**src/rtl/bcp_pkg.sv**
```systemverilog
package bcp_pkg;

  // Default build values of the top-level parameters
  localparam int MOTOR_LIMIT_DEF     = 7200;
  localparam int TURN_TARGET_MAX_DEF = 150;

  // Fixed control constants
  localparam int SPEED_CMD   = 10;
  localparam int STEER_STEP  = 30;
  localparam int TILT_BIAS   = 1856;  // 7.25 degree in 1/256 degree
  localparam int RECIP_25    = 335544; // floor(2^23 / 25)
  localparam int RECIP_SHIFT = 23;

  // Configuration port
  localparam int CFG_IDX_W  = 3;
  localparam int CFG_DATA_W = 26;

  typedef enum logic [CFG_IDX_W-1:0] {
    CFG_UPRIGHT_KP     = 3'd0,
    CFG_UPRIGHT_KD     = 3'd1,
    CFG_SPEED_KP       = 3'd2,
    CFG_YAW_KP         = 3'd3,
    CFG_YAW_KD         = 3'd4,
    CFG_FILTER_ALPHA   = 3'd5,
    CFG_BALANCE_OFFSET = 3'd6,
    CFG_INTEGRAL_LIMIT = 3'd7
  } cfg_idx_e;

  typedef struct packed {
    logic [25:0]        upright_kp;
    logic [19:0]        upright_kd;
    logic [16:0]        speed_kp;
    logic [22:0]        yaw_kp;
    logic [19:0]        yaw_kd;
    logic [16:0]        filter_alpha;
    logic signed [12:0] balance_offset;
    logic [15:0]        integral_limit;
  } cfg_t;

  localparam logic [25:0]        UPRIGHT_KP_RST     = 26'd11796480;
  localparam logic [19:0]        UPRIGHT_KD_RST     = 20'd131072;
  localparam logic [16:0]        SPEED_KP_RST       = 17'd39322;
  localparam logic [22:0]        YAW_KP_RST         = 23'd655360;
  localparam logic [19:0]        YAW_KD_RST         = 20'd39322;
  localparam logic [16:0]        FILTER_ALPHA_RST   = 17'd45875;
  localparam logic signed [12:0] BALANCE_OFFSET_RST = 13'sd768;
  localparam logic [15:0]        INTEGRAL_LIMIT_RST = 16'd20000;

  // One input item and one result item
  typedef struct packed {
    logic signed [15:0] enc_left;
    logic signed [15:0] enc_right_raw;
    logic signed [16:0] roll_angle;
    logic signed [15:0] gyro_pitch;
    logic signed [15:0] gyro_yaw;
    logic               forward;
    logic               backward;
    logic               turn_left;
    logic               turn_right;
    logic               obstacle_near;
    logic               stop_request;
  } in_item_t;

  typedef struct packed {
    logic signed [13:0] motor_left;
    logic signed [13:0] motor_right;
    logic signed [31:0] upright_term;
    logic signed [15:0] speed_term;
    logic signed [31:0] steer_term;
  } out_item_t;

  // Microcode fields
  typedef enum logic [2:0] {
    A_OMA,
    A_ALPHA,
    A_SKP,
    A_RECIP,
    A_UKP,
    A_UKD,
    A_YKP,
    A_YKD
  } a_sel_e;

  typedef enum logic [2:0] {
    B_ERR,
    B_FE,
    B_TMP,
    B_Y,
    B_GP,
    B_ST,
    B_GY
  } b_sel_e;

  typedef enum logic [1:0] {
    ACC_HOLD,
    ACC_LOAD,
    ACC_ADD
  } acc_op_e;

  typedef enum logic [3:0] {
    WR_NONE,
    WR_ERR,
    WR_FE,
    WR_SI,
    WR_TSUM,
    WR_Y,
    WR_Q,
    WR_SPD,
    WR_DIFF,
    WR_TMP5,
    WR_UPR,
    WR_ST,
    WR_STR,
    WR_OUT
  } wr_sel_e;

  typedef enum logic [1:0] {
    JMP_NEXT,
    JMP_IN,
    JMP_OUT,
    JMP_GOTO
  } jmp_e;

  localparam int UPROG_LEN = 21;
  localparam int PC_W      = $clog2(UPROG_LEN);

  typedef struct packed {
    a_sel_e          a_sel;
    b_sel_e          b_sel;
    acc_op_e         acc_op;
    wr_sel_e         wr_sel;
    jmp_e            jmp;
    logic [PC_W-1:0] tgt;
  } ucw_t;

  typedef struct packed {
    ucw_t cw;
    logic en;
  } ctrl_t;

endpackage

```
**src/rtl/bcp_cfg_regs.sv**
```systemverilog
module bcp_cfg_regs (
  input  logic                           clk_i,
  input  logic                           rst_ni,
  input  logic                           cfg_we_i,
  input  logic [bcp_pkg::CFG_IDX_W-1:0]  cfg_idx_i,
  input  logic [bcp_pkg::CFG_DATA_W-1:0] cfg_wdata_i,
  output bcp_pkg::cfg_t                  cfg_o
);
  import bcp_pkg::*;

  cfg_t cfg_q;

  // Write the addressed register, keep the rest
  always_ff @(posedge clk_i or negedge rst_ni) begin
    if (!rst_ni) begin
      cfg_q.upright_kp     <= UPRIGHT_KP_RST;
      cfg_q.upright_kd     <= UPRIGHT_KD_RST;
      cfg_q.speed_kp       <= SPEED_KP_RST;
      cfg_q.yaw_kp         <= YAW_KP_RST;
      cfg_q.yaw_kd         <= YAW_KD_RST;
      cfg_q.filter_alpha   <= FILTER_ALPHA_RST;
      cfg_q.balance_offset <= BALANCE_OFFSET_RST;
      cfg_q.integral_limit <= INTEGRAL_LIMIT_RST;
    end else if (cfg_we_i) begin
      unique case (cfg_idx_e'(cfg_idx_i))
        CFG_UPRIGHT_KP:     cfg_q.upright_kp     <= cfg_wdata_i[25:0];
        CFG_UPRIGHT_KD:     cfg_q.upright_kd     <= cfg_wdata_i[19:0];
        CFG_SPEED_KP:       cfg_q.speed_kp       <= cfg_wdata_i[16:0];
        CFG_YAW_KP:         cfg_q.yaw_kp         <= cfg_wdata_i[22:0];
        CFG_YAW_KD:         cfg_q.yaw_kd         <= cfg_wdata_i[19:0];
        CFG_FILTER_ALPHA:   cfg_q.filter_alpha   <= cfg_wdata_i[16:0];
        CFG_BALANCE_OFFSET: cfg_q.balance_offset <= signed'(cfg_wdata_i[12:0]);
        CFG_INTEGRAL_LIMIT: cfg_q.integral_limit <= cfg_wdata_i[15:0];
        default: ;
      endcase
    end
  end

  assign cfg_o = cfg_q;

endmodule

```
**config.mk**
```make
export PLATFORM = sky130hd
export DESIGN_NAME = bcp_cfg_regs
export DESIGN_NICKNAME = d
export VERILOG_FILES = /design/src/rtl/bcp_pkg.sv /design/src/rtl/bcp_cfg_regs.sv
export SDC_FILE = /design/constraint.sdc
export NUM_CORES = 1
export LEC_CHECK = 0
export BUFFER_PORTS_ARGS = -buffer_cell sky130_fd_sc_hd__clkbuf_2
export CAP_MARGIN = 20
export CELL_PAD_IN_SITES_DETAIL_PLACEMENT = 1
export CELL_PAD_IN_SITES_GLOBAL_PLACEMENT = 2
export CORE_AREA = 2 2 128 130
export CTS_CLUSTER_SIZE = 8
export DETAILED_ROUTE_END_ITERATION = 12
export DIE_AREA = 0 0 130 132
export PLACE_DENSITY_LB_ADDON = 0.1
export SETUP_SLACK_MARGIN = 0.3
export SLEW_MARGIN = 20
export SYNTH_ARGS = -nofsm -noshare
export SYNTH_HDL_FRONTEND = slang
export SYNTH_SLANG_ARGS = --single-unit
```
**constraint.sdc**
```tcl
create_clock -name clk_i -period 2.1 [get_ports clk_i]
set_clock_uncertainty 0.1 [all_clocks]
set_input_delay 0 -clock clk_i [delete_from_list [all_inputs] [get_ports clk_i]]
set_output_delay 0 -clock clk_i [all_outputs]
set_load 0.02 [all_outputs]
```
* Yosys cells after proc, flatten, opt, wreduce, memory -nomap -nowiden
Index checks and enable logic that the tools add are counted.
Cells by class: eq/ne operators 7, reduce and logical (&&, ||, !) cells 9
Operators with widths (number):
- $reduce_and A2 Y1 | 8
- $eq A3 B3 Y1 const B | 4
- $eq A3 B2 Y1 const B | 2
- $eq A3 B1 Y1 const B | 1
- $logic_not A3 Y1 | 1
Word-level totals: register bits after elaboration 152, input bits 32, output and inout bits 152, logic and storage cells 24

* Logic depth before layout (Yosys ltp)
word-level depth 2, depth in mapped cells 5, gate-level depth less buffers 2

* Worst setup path after synthesis
Ideal clock, no wire load.
kind input -> register, from input port cfg_idx_i[1] (netlist name), to register cfg_q, in the netlist cfg_o[142], setup time 0.125 ns, arrival time 1.155 ns, required time 1.875 ns, slack 0.721 ns, stages on the path 4, path buffers 2, cell sequence buf_2 > nor4b_4 > buf_6 > mux2_2
On the way: longest elaborated chain between the ends 2
Ends and longest elaborated chain:
- from (decl) | line bcp_cfg_regs.sv:5 | input logic [bcp_pkg::CFG_IDX_W-1:0] cfg_idx_i,
- $logic_not A3 Y1 | line bcp_cfg_regs.sv:25 | unique case (cfg_idx_e'(cfg_idx_i))
- $reduce_and A2 Y1 (no source line)
- to (decl) | line bcp_cfg_regs.sv:11 | cfg_t cfg_q;
Every way passes these cells. A chain may end at the register's enable or synchronous reset.

* Final worst setup path
from register cfg_q, in the netlist cfg_o[44], to output port cfg_o[44] (netlist name)
RTL lines:
- to (decl) | line bcp_cfg_regs.sv:7 | output bcp_pkg::cfg_t cfg_o
No word-level cell between the ends.

==> results by group <==
Critical path
  • Family with the most delay on the worst path: flip-flops
  • CP cell instances: clkbuf_2
  • CP bufs+invs: 1
  • CP startpoint kind: flop
  • CP Data Arrival Time: 1120 ps
  • Critical path's slowest cell: dfstp_2
  • Max stage delay on crit path: 530 ps
  • Worst endpoint required time: 2000 ps
  • CP Capture Type: output port
  • Critical Path Fanout Max: 2
  • Crit path kind: flop to output port

Timing
  • Min cycle time layout: 1224 ps
  • F_max: 0.8170 GHz
  • Final setup fails: 0
  • Worst-Margin Slew: 687.1 ps
  • Rel. slew slack: 0.5403
  • Hold Vio Cnt, Final: 0
  • RSZ-0062 raised after global routing: no
  • Setup TNS: 0 ps
  • Final slew viol count: 0
  • Tcrit/Tclk final: 0.5829

Global route
  • GRT Util Overall: 0.1860
  • Largest net degree at the start of global routing: 51
  • First-pass GRT wire length: 23810 um
  • Initial antenna violation count: 0
  • Vias in the first global route: 4139
  • Remaining Overflow, GRT: 0

Pwr
  • Sw Share: 0.3024
  • P_sw: 2945 uW
  • Power share of the clock group: 0.333
  • Pleak: 0.003722 uW
  • Comb power frac: 0.251
  • Cell internal pwr: 6794 uW
  • PwrDens: 1228 nW/um2
  • Flop pwr share: 0.416
  • Worst VDD drop: 0.5294 mV

Layout
  • Post-route insts no fill: 784
  • Share of cells above drive strength 1: 0.7359
  • Commonest non-fill, non-tap cell in the layout: clkbuf_2
  • Most frequent cells in the layout: 182 x clkbuf_2, 149 x mux2_2, 113 x dfrtp_1, 39 x dfstp_2, 27 x dlygate4sd3_1
  • Largest register FFs: 152
  • Nets: 587
  • Area Growth Syn to Fin: 37.58%
  • N_diodes: 0

Clocking
  • PostCTS Resize Cnt: 0
  • CTS Buf Count: 17
  • CTS tree: done
  • Clock buffer depth: 2
  • Clk Latency, worst-skew pair: 410 ps
  • Clk sinks: 152
  • Worst-path clk slew: 60 ps
  • Htree depth: 4
  • Root Buffer: clkbuf_16

Yosys
  • Yosys cell types: 12
  • Syn avg cell area: 17.52 um2
  • Largest cells by area after synthesis: dfrtp_1 49%, mux2_2 29%, dfstp_2 18%
  • Synth area leader: dfrtp_1
  • Top-area cell type share of the netlist area: 0.4907
  • Synthesis-stage register bit count: 152
  • Synth Net Count: 361
  • Post-Synthesis Cells: 329
  • Register area share after synthesis: 0.6685
  • Cell Area, Synth: 5763 um2
  • Synth warn: 0

Detailed routing
  • Wire length per cell: 19.38 um
  • First drt pass iteration count: 4
  • Post-route DRC: 0
  • Detail Route Antenna Nets: 0
  • Avg Vias per Cell: 4.661
  • DRT iter0 DRCs: 69
  • Drt total wl: 15200 um
  • Vias: 3654

Floorplan
  • Core area: 15710 um2
  • Number of core rows: 46
  • Die area: 17160 um2
  • Die Ht: 132 um
  • Ports: 184
  • Starting Density: 0.3668
  • Die Wd: 130 um

Job
  • Max-cap viol count: 0

Place
  • Cells after DPL: 724
  • I/O Buffers: 183
  • GPL Wtd Cong: 0.7130
  • Hpwl dp: 10400 um

Hold path
  • Hold Path Class: input port to flop

Status
  • Status: finished clean
==> timing repair <==
item | 4_1_cts | 5_1_grt
endpoints found under the setup margin | 0 | 0
hold endpoints to repair | 277 | 0
buffers inserted | 0 | 0
hold buffers | 28 | 0
==> stage by stage <==
stage               instance area (um2)  utilization  total power (uW)  hold slack, ps  worst slack (ps)
CTS                                7929       0.5046              9879           31.76             847.9
global route                       7929       0.5046             10200           63.57             810.9
global placement                   7004       0.4458              6467          -167.2             494.7
finish                             7929       0.5046              9739           50.13             875.9
floorplan                          5763            -              5494          -395.6             720.6
detailed placement                 7004       0.4458              6539          -160.7             431.1
==> layer usage <==
metal | part of all wire | vias to the layer above | track usage
met5 | 0 | - | 0
met4 | 0.018 | 0 | 0.06392
met3 | 0.056 | 18 | 0.05722
met2 | 0.47 | 112 | 0.2938
met1 | 0.45 | 1897 | 0.2427
li1 | - | 1627 | -
==> Yosys cell counts <==
master / count
buf_2: 13
buf_4: 1
buf_6: 3
dfrtp_1: 113
dfstp_2: 39
mux2_1: 3
mux2_2: 149
nand4_1: 1
nand4b_1: 2
nand4b_2: 1
nor4b_4: 1
nor4bb_1: 3
==> power groups by stage <==
stage          logic (uW)  registers, uW  clock network [uW]
2_1_floorplan         620           4870                   0
3_3_place_gp         2400           4070                   0
3_5_place_dp         2440           4100                   0
4_1_cts              2490           4060                3330
5_1_grt              2610           4140                3450
6_report             2440           4050                3250
==> final timing paths <==
check,start,end,slack [ps],depth (start not counted)
worst max-delay path,cfg_o[44],cfg_o[44],880,1
worst min-delay path,cfg_we_i,cfg_o[16],50,3
worst max register to register,cfg_o[102],cfg_o[102],1210,1
worst min register to register,cfg_o[134],cfg_o[134],390,1
max in group asynchronous,rst_ni,cfg_o[101],1390,3
min in group asynchronous,rst_ni,cfg_o[9],120,2
==> final cells by class <==
type	count	area (um2)
fill	1595	7784
sequential	152	3852
multi-input combinational	160	1849
timing repair buffer	224	1323
clock buffer	25	495.5
tap	216	270.3
clock inverter	7	138.9
==> kinds of logic (layout without fill, tap and decap cells) <==
family | Yosys count | after routing | share of synthesized area
and+or+nand+nor | 8 | 8 | 0.01607
DFF | 152 | 152 | 0.6685
muxes | 152 | 152 | 0.2970
buffers and inverters | 17 | 256 | 0.01845
(Power assumes the default switching activity.)
