==> src/rtl/bcp_pkg.sv <==
package bcp_pkg;

  // Default build values of the top-level parameters
  localparam int MOTOR_LIMIT_DEF     = 7200;
  localparam int TURN_TARGET_MAX_DEF = 150;

  // Fixed control constants
  localparam int SPEED_CMD   = 10;
  localparam int STEER_STEP  = 30;
  localparam int TILT_BIAS   = 1856;  // 7.25 degree in 1/256 degree
  localparam int RECIP_25    = 335544; // floor(2^23 / 25)
  localparam int RECIP_SHIFT = 23;

  // Configuration port
  localparam int CFG_IDX_W  = 3;
  localparam int CFG_DATA_W = 26;

  typedef enum logic [CFG_IDX_W-1:0] {
    CFG_UPRIGHT_KP     = 3'd0,
    CFG_UPRIGHT_KD     = 3'd1,
    CFG_SPEED_KP       = 3'd2,
    CFG_YAW_KP         = 3'd3,
    CFG_YAW_KD         = 3'd4,
    CFG_FILTER_ALPHA   = 3'd5,
    CFG_BALANCE_OFFSET = 3'd6,
    CFG_INTEGRAL_LIMIT = 3'd7
  } cfg_idx_e;

  typedef struct packed {
    logic [25:0]        upright_kp;
    logic [19:0]        upright_kd;
    logic [16:0]        speed_kp;
    logic [22:0]        yaw_kp;
    logic [19:0]        yaw_kd;
    logic [16:0]        filter_alpha;
    logic signed [12:0] balance_offset;
    logic [15:0]        integral_limit;
  } cfg_t;

  localparam logic [25:0]        UPRIGHT_KP_RST     = 26'd11796480;
  localparam logic [19:0]        UPRIGHT_KD_RST     = 20'd131072;
  localparam logic [16:0]        SPEED_KP_RST       = 17'd39322;
  localparam logic [22:0]        YAW_KP_RST         = 23'd655360;
  localparam logic [19:0]        YAW_KD_RST         = 20'd39322;
  localparam logic [16:0]        FILTER_ALPHA_RST   = 17'd45875;
  localparam logic signed [12:0] BALANCE_OFFSET_RST = 13'sd768;
  localparam logic [15:0]        INTEGRAL_LIMIT_RST = 16'd20000;

  // One input item and one result item
  typedef struct packed {
    logic signed [15:0] enc_left;
    logic signed [15:0] enc_right_raw;
    logic signed [16:0] roll_angle;
    logic signed [15:0] gyro_pitch;
    logic signed [15:0] gyro_yaw;
    logic               forward;
    logic               backward;
    logic               turn_left;
    logic               turn_right;
    logic               obstacle_near;
    logic               stop_request;
  } in_item_t;

  typedef struct packed {
    logic signed [13:0] motor_left;
    logic signed [13:0] motor_right;
    logic signed [31:0] upright_term;
    logic signed [15:0] speed_term;
    logic signed [31:0] steer_term;
  } out_item_t;

  // Microcode fields
  typedef enum logic [2:0] {
    A_OMA,
    A_ALPHA,
    A_SKP,
    A_RECIP,
    A_UKP,
    A_UKD,
    A_YKP,
    A_YKD
  } a_sel_e;

  typedef enum logic [2:0] {
    B_ERR,
    B_FE,
    B_TMP,
    B_Y,
    B_GP,
    B_ST,
    B_GY
  } b_sel_e;

  typedef enum logic [1:0] {
    ACC_HOLD,
    ACC_LOAD,
    ACC_ADD
  } acc_op_e;

  typedef enum logic [3:0] {
    WR_NONE,
    WR_ERR,
    WR_FE,
    WR_SI,
    WR_TSUM,
    WR_Y,
    WR_Q,
    WR_SPD,
    WR_DIFF,
    WR_TMP5,
    WR_UPR,
    WR_ST,
    WR_STR,
    WR_OUT
  } wr_sel_e;

  typedef enum logic [1:0] {
    JMP_NEXT,
    JMP_IN,
    JMP_OUT,
    JMP_GOTO
  } jmp_e;

  localparam int UPROG_LEN = 21;
  localparam int PC_W      = $clog2(UPROG_LEN);

  typedef struct packed {
    a_sel_e          a_sel;
    b_sel_e          b_sel;
    acc_op_e         acc_op;
    wr_sel_e         wr_sel;
    jmp_e            jmp;
    logic [PC_W-1:0] tgt;
  } ucw_t;

  typedef struct packed {
    ucw_t cw;
    logic en;
  } ctrl_t;

endpackage

==> src/rtl/bcp_useq.sv <==
module bcp_useq (
  input  logic           clk_i,
  input  logic           rst_ni,
  input  logic           in_valid_i,
  output logic           in_ready_o,
  input  logic           out_ready_i,
  output logic           out_valid_o,
  output bcp_pkg::ctrl_t ctrl_o
);
  import bcp_pkg::*;

  logic [PC_W-1:0] pc_q, pc_d;
  logic            out_valid_q, out_valid_d;
  ucw_t            cw;
  logic            en;

  function automatic ucw_t mk(input a_sel_e a, input b_sel_e b, input acc_op_e op,
                              input wr_sel_e wr, input jmp_e j);
    ucw_t w;
    w.a_sel  = a;
    w.b_sel  = b;
    w.acc_op = op;
    w.wr_sel = wr;
    w.jmp    = j;
    w.tgt    = '0;
    return w;
  endfunction

  // Microprogram: one control word per step
  function automatic ucw_t urom(input logic [PC_W-1:0] pc);
    ucw_t w;
    w = mk(A_OMA, B_ERR, ACC_HOLD, WR_NONE, JMP_GOTO);
    unique case (pc)
      PC_W'(0):  w = mk(A_OMA,   B_ERR, ACC_HOLD, WR_ERR,  JMP_IN);
      PC_W'(1):  w = mk(A_OMA,   B_ERR, ACC_LOAD, WR_NONE, JMP_NEXT);
      PC_W'(2):  w = mk(A_ALPHA, B_FE,  ACC_ADD,  WR_NONE, JMP_NEXT);
      PC_W'(3):  w = mk(A_OMA,   B_ERR, ACC_HOLD, WR_FE,   JMP_NEXT);
      PC_W'(4):  w = mk(A_OMA,   B_ERR, ACC_HOLD, WR_SI,   JMP_NEXT);
      PC_W'(5):  w = mk(A_OMA,   B_ERR, ACC_HOLD, WR_TSUM, JMP_NEXT);
      PC_W'(6):  w = mk(A_SKP,   B_TMP, ACC_LOAD, WR_NONE, JMP_NEXT);
      PC_W'(7):  w = mk(A_OMA,   B_ERR, ACC_HOLD, WR_Y,    JMP_NEXT);
      PC_W'(8):  w = mk(A_RECIP, B_Y,   ACC_LOAD, WR_NONE, JMP_NEXT);
      PC_W'(9):  w = mk(A_OMA,   B_ERR, ACC_HOLD, WR_Q,    JMP_NEXT);
      PC_W'(10): w = mk(A_OMA,   B_ERR, ACC_HOLD, WR_SPD,  JMP_NEXT);
      PC_W'(11): w = mk(A_OMA,   B_ERR, ACC_HOLD, WR_DIFF, JMP_NEXT);
      PC_W'(12): w = mk(A_OMA,   B_ERR, ACC_HOLD, WR_TMP5, JMP_NEXT);
      PC_W'(13): w = mk(A_UKP,   B_TMP, ACC_LOAD, WR_NONE, JMP_NEXT);
      PC_W'(14): w = mk(A_UKD,   B_GP,  ACC_ADD,  WR_NONE, JMP_NEXT);
      PC_W'(15): w = mk(A_OMA,   B_ERR, ACC_HOLD, WR_UPR,  JMP_NEXT);
      PC_W'(16): w = mk(A_OMA,   B_ERR, ACC_HOLD, WR_ST,   JMP_NEXT);
      PC_W'(17): w = mk(A_YKP,   B_ST,  ACC_LOAD, WR_NONE, JMP_NEXT);
      PC_W'(18): w = mk(A_YKD,   B_GY,  ACC_ADD,  WR_NONE, JMP_NEXT);
      PC_W'(19): w = mk(A_OMA,   B_ERR, ACC_HOLD, WR_STR,  JMP_NEXT);
      PC_W'(20): w = mk(A_OMA,   B_ERR, ACC_HOLD, WR_OUT,  JMP_OUT);
      default:   w = mk(A_OMA,   B_ERR, ACC_HOLD, WR_NONE, JMP_GOTO);
    endcase
    return w;
  endfunction

  assign cw = urom(pc_q);

  // Step enable: wait on an input transfer or on a free output slot
  always_comb begin
    unique case (cw.jmp)
      JMP_IN:   en = in_valid_i;
      JMP_OUT:  en = !out_valid_q || out_ready_i;
      default:  en = 1'b1;
    endcase
  end

  // Next step
  always_comb begin
    pc_d = pc_q;
    if (en) begin
      unique case (cw.jmp)
        JMP_OUT, JMP_GOTO: pc_d = cw.tgt;
        default:           pc_d = pc_q + PC_W'(1);
      endcase
    end
  end

  // Output slot: fill on the last step, drop on transfer
  always_comb begin
    out_valid_d = out_valid_q;
    priority if (cw.jmp == JMP_OUT && en) begin
      out_valid_d = 1'b1;
    end else if (out_ready_i) begin
      out_valid_d = 1'b0;
    end
  end

  always_ff @(posedge clk_i or negedge rst_ni) begin
    if (!rst_ni) begin
      pc_q        <= '0;
      out_valid_q <= 1'b0;
    end else begin
      pc_q        <= pc_d;
      out_valid_q <= out_valid_d;
    end
  end

  assign in_ready_o  = (cw.jmp == JMP_IN);
  assign out_valid_o = out_valid_q;
  assign ctrl_o.cw   = cw;
  assign ctrl_o.en   = en;

endmodule

==> config.mk <==
export PLATFORM = sky130hd
export DESIGN_NAME = bcp_useq
export DESIGN_NICKNAME = d
export VERILOG_FILES = /design/src/rtl/bcp_pkg.sv /design/src/rtl/bcp_useq.sv
export SDC_FILE = /design/constraint.sdc
export NUM_CORES = 1
export LEC_CHECK = 0
export ABC_AREA = 1
export BUFFER_PORTS_ARGS = -buffer_cell sky130_fd_sc_hd__buf_2
export CAP_MARGIN = 10
export CELL_PAD_IN_SITES_DETAIL_PLACEMENT = 0
export CELL_PAD_IN_SITES_GLOBAL_PLACEMENT = 1
export CORE_MARGIN = 1
export CORE_UTILIZATION = 35
export DETAILED_ROUTE_END_ITERATION = 7
export GPL_TIMING_DRIVEN = 0
export PLACE_DENSITY = 0.92
export SYNTH_ARGS = -nofsm -noshare
export SYNTH_HDL_FRONTEND = slang
export SYNTH_SLANG_ARGS = --single-unit
==> constraint.sdc <==
create_clock -name clk_i -period 3.55 [get_ports clk_i]
set_clock_uncertainty 0.05 [all_clocks]
set_input_delay 0.1775 -clock clk_i [delete_from_list [all_inputs] [get_ports clk_i]]
set_output_delay 0.1775 -clock clk_i [all_outputs]
set_load 0.1 [all_outputs]
Yosys cells after proc, flatten, opt, wreduce, memory -nomap -nowiden
Memory sizes are Yosys's and may differ from the RTL's.
Index checks and enable logic that the tools add are counted.
{"block": "totals", "regBits": 6, "romBits": 448, "inputBits": 4, "out_inout_bits": 22, "wordCells": 16, "n_memories": 1}
{"block": "classes", "add_sub_neg": 1, "eq_ne": 3, "muxes": 4, "reduce_logical": 5}
{"memory": "(name not given)", "words": 32, "word_bits": 14, "rd": 1, "rd_ports_with_merged_regs": 0, "write_ports": 0, "line_no": "bcp_useq.sv:33", "rtl": "unique case (pc)"}
{"cell": "adder 5 x 1 -> 5 bit (second input constant)", "count": 1}
{"cell": "2-to-1 mux 5 bit", "count": 1}
{"cell": "equality test 2 bit (second input constant)", "count": 2}
{"cell": "equality test 2 x 1 -> 1 bit (second input constant)", "count": 1}
{"cell": "2-to-1 mux 1 bit", "count": 2}
{"cell": "one-hot mux 1 bit (2 select lines)", "count": 1}
{"cell": "nonzero test 2 bit", "count": 1}
{"cell": "OR reduction 2 bit", "count": 1}
{"cell": "logical AND 1 bit", "count": 1}
{"cell": "logical NOT 1 bit", "count": 1}
{"cell": "logical OR 1 bit", "count": 1}

Logic depth before layout (Yosys ltp)
Gate-level depths: netlist (run 1).
{"block": "depth", "word_depth": 5, "mapped_depth": 11, "mapped_depth_nobuf": 11}

Least setup slack after synthesis (run 1)
OpenSTA, ideal clock, no wires.
{"block": "synth_path", "kind": "register -> output", "startpoint": "register pc_q[4]", "endpoint": "output port ctrl_o[0] (netlist bit)", "arrival_time_ps": 3905, "required_ps": 3322, "path_slack_ps": -583, "stages_incl_launch_ff": 9, "n_path_buf": 1, "cell_sequence": "dfrtp_1 -> inv_2 -> nor2_2 -> nand2_1 -> nand2_1 -> ha_1 -> a21oi_1 -> nand2_2 -> buf_4"}
{"item": "start: declaration", "line_no": "bcp_useq.sv:12", "rtl": "logic [PC_W-1:0] pc_q, pc_d;"}
{"item": "start signal: assignment", "line_no": "bcp_useq.sv:97", "rtl": "pc_q <= pc_d;"}
{"item": "end: declaration", "line_no": "bcp_useq.sv:8", "rtl": "output bcp_pkg::ctrl_t ctrl_o"}

Final worst setup path (run 1)
{"block": "layout_path", "startpoint": "register pc_q[0]", "endpoint": "output port ctrl_o[0] (netlist bit)"}
{"block": "layout_between", "elab_chain_len": 3, "elab_cells_between_ends": 4, "classes_between": "eq/ne (2); mux (1); memory (1)"}
{"item": "memory read (32 x 14 bit) (*)"}
{"item": "equality test 2 bit or equality test 2 x 1 -> 1 bit (tied branches)", "line_no": "bcp_useq.sv:64", "rtl": "unique case (cw.jmp)"}
{"item": "one-hot mux 1 bit (2 select lines) (*)", "line_no": "bcp_useq.sv:64"}
Every way passes the cells marked *; elsewhere a longest branch is shown, timed or not.

==> results of run 1 <==
-- Yosys cell counts (all sizes together) (4+ instances only) --
cell type	number
nand2	38
ha	8
nand3	21
buf	9
o21ai	9
nor2	6
dfrtp	6
inv	10
nand4	4
-- final cells by class --
cell class                 instances  area [sq um]  share of cell area (%)
inverter                          10         37.54                   4.011
multi-input combinational         94         503.0                   53.74
sequential                         6         150.1                   16.04
buffer                             9         78.83                   8.422
timing repair buffer              21         110.1                   11.76
clock buffer                       3         22.52                   2.406
tap                               27         33.78                   3.610
-- per-stage QoR --
step | worst slack [ps] | hold slack (ps) | util [%] | cell area (sq um) | instances
detailed placement | 922.0 | -41.97 | 45.58 | 903.4 | 166
floorplan | 87.21 | -168.1 | - | 769.5 | 119
finish | 616.5 | 110.8 | 47.22 | 935.9 | 170
global placement | 934.0 | -43.64 | 45.58 | 903.4 | 166
global route | 443.8 | 137.2 | 47.22 | 935.9 | 170
CTS | 620.5 | 106.2 | 47.22 | 935.9 | 170
-- placed cells by master, fill, tap and decap left out --
cell type	instances
buf_2	20
dlygate4sd3_1	1
xor2_1	1
dfrtp_1	6
ha_1	7
a21oi_1	1
conb_1	5
nand4_1	4
nand2_1	36
o211ai_1	1
nor2_1	4
ha_2	1
nand2_2	2
clkbuf_4	3
inv_2	4
o21ai_1	3
nand3_1	21
buf_4	6
nor2_4	2
buf_6	3
inv_1	6
o21ai_0	6
-- logic make-up (layout without fill, tap and decap cells) --
kind of cell / Yosys count / after routing / synth area share, %
flip-flops: 6 / 6 / 20.10
buffers and inverters: 19 / 43 / 15.58
AO/OA/AOI/OAI: 11 / 11 / 7.704
XOR/XNOR: 1 / 1 / 1.173
adder cells (fa/ha/maj): 8 / 8 / 13.40
other: 1 / 5 / 0.5020
AND/OR/NAND/NOR: 69 / 69 / 41.54
-- flip-flops by register name, summed over array words and instances, names as in the netlist --
name,flops
out_valid_o,1
pc_q,5
-- worst max-delay path: cells and delay by family (launching register included) --
kind	cells	cell delay, ps
compound gates	1	240
simple gates	3	490
buf+inv	4	680
fa+ha+maj	2	610
flops	1	420
-- per-layer routing --
layer	vias to the layer above	GRT usage (%)	part of all wire (%)
li1	426	-	-
met1	360	24.60	47
met2	29	25.60	46
met3	4	3.333	5.5
met4	0	12.22	1.5
met5	-	0	0
-- worst max-delay path by stage --
stage | to | slack (ps) | cells after the start
6_report | ctrl_o[0] | 620 | 10
3_5_place_dp | ctrl_o[0] | 920 | 10
2_1_floorplan | ctrl_o[0] | 90 | 8
4_1_cts | ctrl_o[0] | 620 | 10
5_1_grt | ctrl_o[0] | 440 | 10
3_3_place_gp | ctrl_o[0] | 930 | 10
==> impl_metrics.py, run 1 <==
metrics = {
    "route": {
        "routed_via_density": 4.818,
        "drt-initial-drc-count": 45,
        "drc_errors": 0,
        "wirelength_mm": 1.843,
        "vias": 819,
        "wl_per_cell_um": 10.84,
        "first_pass_iters": 4,
        "ant_nets": 0,
    },
    "sta": {
        "fin_crit_sh_pct": 82.64,
        "fmax_mhz": 340.9,
        "post-route-min-period_ps": 2934,
        "hold_viol_final": 0,
        "rsz0062_at_grt": "no",
        "setup_viol": 0,
        "slew_viol_final": 0,
        "tns_ps": 0,
    },
    "floorplanning": {
        "die-area_sq_um": 2323,
        "die_h_um": 48.20,
        "fp-row-count": 16,
        "start_util_pct": 37.69,
        "io_pins": 26,
        "core-area_sq_um": 1982,
        "die_w_um": 48.20,
    },
    "clock_tree": {
        "cts-htree-levels": 1,
        "cts_inserted_buffers": 3,
        "cts.clk_slew.worst_paths_ps": 50,
        "cts_root_buffer": "clkbuf_4",
        "cts_hold_buf": 1,
        "cts_setup_buffers": 0,
        "clockBufferDepth": 2,
        "cts_tree": "yes",
        "numClockSinks": 6,
        "cts_resized": 0,
        "clock_latency_ps": 260,
    },
    "critical_path": {
        "worstPathMaxFanout": 9,
        "ff2ff_setup_slack_ps": 1200,
        "worstSetupPathType": "reg -> out",
        "path_common_cell": "ha_1",
        "crit_arrival_ps": 2710,
        "worstReg2RegStart": "pc_q[0]",
        "path_cells": "inv_1 -> ha_1 -> nand3_1 -> nand2_1 -> inv_2 -> ha_1 -> a21oi_1 -> nand2_2 -> buf_4 -> buf_2",
        "r2r_cells": 10,
        "slowest_stage": "dfrtp_1",
        "cp-end-kind": "output pin",
        "required_ps": 3320,
        "reg2reg_to": "pc_q[0]",
        "slowest_delay_ps": 420,
        "critical_path.startpoint_type": "register",
        "crit_start": "pc_q[0]",
    },
    "logic_synthesis": {
        "synth_cell_type_count": 19,
        "yosys-top-cells-area": "dfrtp_1, nand2_1, nand3_1",
        "yosys_warnings": 0,
        "ys_seq_area_share_pct": 20.10,
        "postSynthCellCount": 115,
        "synth_top_cell_area_share_pct": 20.10,
        "syn_avg_cell_area_sq_um": 6.495,
        "synth_area_sq_um": 747.0,
        "synthFlopType": "dfrtp_1",
        "synth.largest_area_cell": "dfrtp_1",
        "synth-async-reset-ratio_pct": 100.0,
        "synth_edf_count": 0,
        "ys_ff_latch": 6,
    },
    "outcome": {
        "status": "finished clean",
    },
    "layout": {
        "area_growth_pct": 25.29,
        "nFillCells": 217,
        "n_antenna_cell": 0,
        "layout-drive-gt1-share_pct": 28.67,
        "nets": 157,
    },
    "min_path": {
        "hp-start": "out_ready_i",
        "hold_path_depth": 4,
        "min_to": "out_valid_o",
        "hp-class": "in -> reg",
    },
    "grt": {
        "grt_usage_pct": 18.04,
        "globalRouteOverflowTotal": 0,
        "grt_pass1_vias": 610,
        "antenna_found_initial": 0,
        "grt_pass1_wl_mm": 2.815,
        "grt_max_degree": 11,
    },
    "flow_run": {
        "maxCapViolCount": 0,
    },
    "place": {
        "dp_hpwl_mm": 1.328,
        "port_buffers": 20,
        "gp_congestion": 0.7963,
    },
}
Power of run 1 is left out: the tool's default activity adds up to more than one toggle a clock period on the data nets, which glitch-free logic cannot reach.
==> run 2, diff against run 1 <==
Settings changed: CORE_UTILIZATION 35 to 33, PLACE_DENSITY 0.92 to 0.88.
Clock period 3.55 ns to 2.7 ns, I/O delays scaled along.
==> run 2 against run 1 <==
Design area increased by 3.3%. Die area is 5.8% higher. Worst setup slack got worse by 460 ps.
==> impl_metrics.py, run 2 (synthesis gave the netlist of run 1 again) <==
metrics = {
    "sta": {
        "tns_ps": 0,
        "setup_viol": 0,
        "fmax_mhz": 393.4,
        "slew_viol_final": 0,
        "fin_crit_sh_pct": 94.15,
        "hold_viol_final": 0,
        "rsz0062_at_grt": "no",
        "layout_setup_ws_ps": 158.1,
        "post-route-min-period_ps": 2542,
    },
    "critical_path": {
        "required_ps": 2520,
        "worstPathMaxFanout": 9,
        "ff2ff_setup_slack_ps": 640,
        "worstSetupPathType": "reg -> out",
        "reg2reg_to": "pc_q[1]",
        "r2r_cells": 10,
        "worstReg2RegStart": "pc_q[1]",
        "crit_arrival_ps": 2360,
        "cp-end-kind": "output pin",
        "critical_path.startpoint_type": "register",
    },
    "route": {
        "ant_nets": 0,
        "routed_via_density": 4.847,
        "drt-initial-drc-count": 13,
        "drc_errors": 0,
        "first_pass_iters": 4,
        "vias": 824,
        "wl_per_cell_um": 10.45,
        "wirelength_mm": 1.776,
    },
    "floorplanning": {
        "core-area_sq_um": 2042,
        "die-area_sq_um": 2458,
        "io_pins": 26,
        "die_h_um": 49.58,
        "start_util_pct": 36.58,
        "fp-row-count": 16,
        "die_w_um": 49.58,
    },
    "place": {
        "place_ws_ps": 89.55,
        "port_buffers": 20,
        "dp_hpwl_mm": 1.363,
        "gp_congestion": 0.8162,
        "place_area_sq_um": 915.9,
    },
    "grt": {
        "antenna_found_initial": 0,
        "globalRouteOverflowTotal": 0,
        "grt_pass1_wl_mm": 3.118,
        "grt_usage_pct": 16.21,
        "grt_pass1_vias": 711,
        "grt_max_degree": 11,
    },
    "layout": {
        "nets": 157,
        "final_cell_mix": "nand2_1, nand3_1, buf_2",
        "final_common_cell": "nand2_1",
        "top_register": "pc_q",
        "area_growth_pct": 29.48,
        "largest_register_ffs": 5,
        "n_antenna_cell": 0,
        "layout-drive-gt1-share_pct": 31.47,
        "postLayoutCellArea_sq_um": 967.2,
    },
    "clock_tree": {
        "cts.clk_slew.worst_paths_ps": 50,
        "clock_latency_ps": 240,
        "numClockSinks": 6,
        "cts_inserted_buffers": 3,
        "cts_tree": "yes",
        "cts_root_buffer": "clkbuf_4",
        "clockBufferDepth": 2,
        "cts-htree-levels": 1,
    },
    "min_path": {
        "hold_path_depth": 4,
        "hp-start": "out_ready_i",
        "min_to": "out_valid_o",
        "hp-class": "in -> reg",
    },
    "flow_run": {
        "maxCapViolCount": 0,
    },
    "outcome": {
        "status": "finished clean",
    },
}
## run 2: worst max-delay path by stage
stage / from / endpoint / slack [ps] / depth (start not counted)
after global routing: pc_q[0] / ctrl_o[0] / 10 / 10
after floorplan: pc_q[4] / ctrl_o[0] / -170 / 8
after CTS: pc_q[0] / ctrl_o[0] / 40 / 10
final: pc_q[1] / ctrl_o[0] / 160 / 10
after global placement: pc_q[0] / ctrl_o[0] / 140 / 10
after detailed placement: pc_q[0] / ctrl_o[0] / 90 / 10
## run 2: area by class of cell
cell class | count | area, sq um
fillers | 224 | 1075
multi-input cells | 94 | 531.8
flip-flops and latches | 6 | 150.1
repair buffers | 21 | 112.6
plain buffers | 9 | 78.83
inverters | 10 | 37.54
well taps | 27 | 33.78
clock buffers | 3 | 22.52
## run 2: critical path, stage by stage (launching register included)
cell and delay, ps:
dfrtp_1 420, inv_1 180, ha_4 200, nand3_1 130, nand2_2 160, inv_2 40
ha_1 290, a21oi_2 170, nand2_2 140, buf_4 160, buf_4 220
## run 2: per-layer routing
| metal | vias up | routed length, um | track usage (%) |
|---|---|---|---|
| met5 | - | 0 | 0 |
| met4 | 0 | 29 | 7.143 |
| met3 | 4 | 115 | 1.852 |
| met2 | 39 | 826 | 25.45 |
| met1 | 356 | 805 | 22.06 |
| li1 | 425 | - | - |
## run 2: repair_timing
item | in CTS | in global routing
buffers inserted | 0 | 0
hold buffers | 1 | 0
endpoints found under the setup margin | 1 | 1
hold endpoints to repair | 6 | 0
gates resized for setup | 3 | 2
## run 2: stage by stage
step,cells,utilization (%),hold slack [ps]
global placement,166,44.85,-85.82
floorplan,119,-,-210.6
global route,170,47.37,123.6
CTS,170,46.88,105.4
finish,170,47.37,102.5
detailed placement,166,44.85,-78.95
Power of run 2 is left out for the same reason.
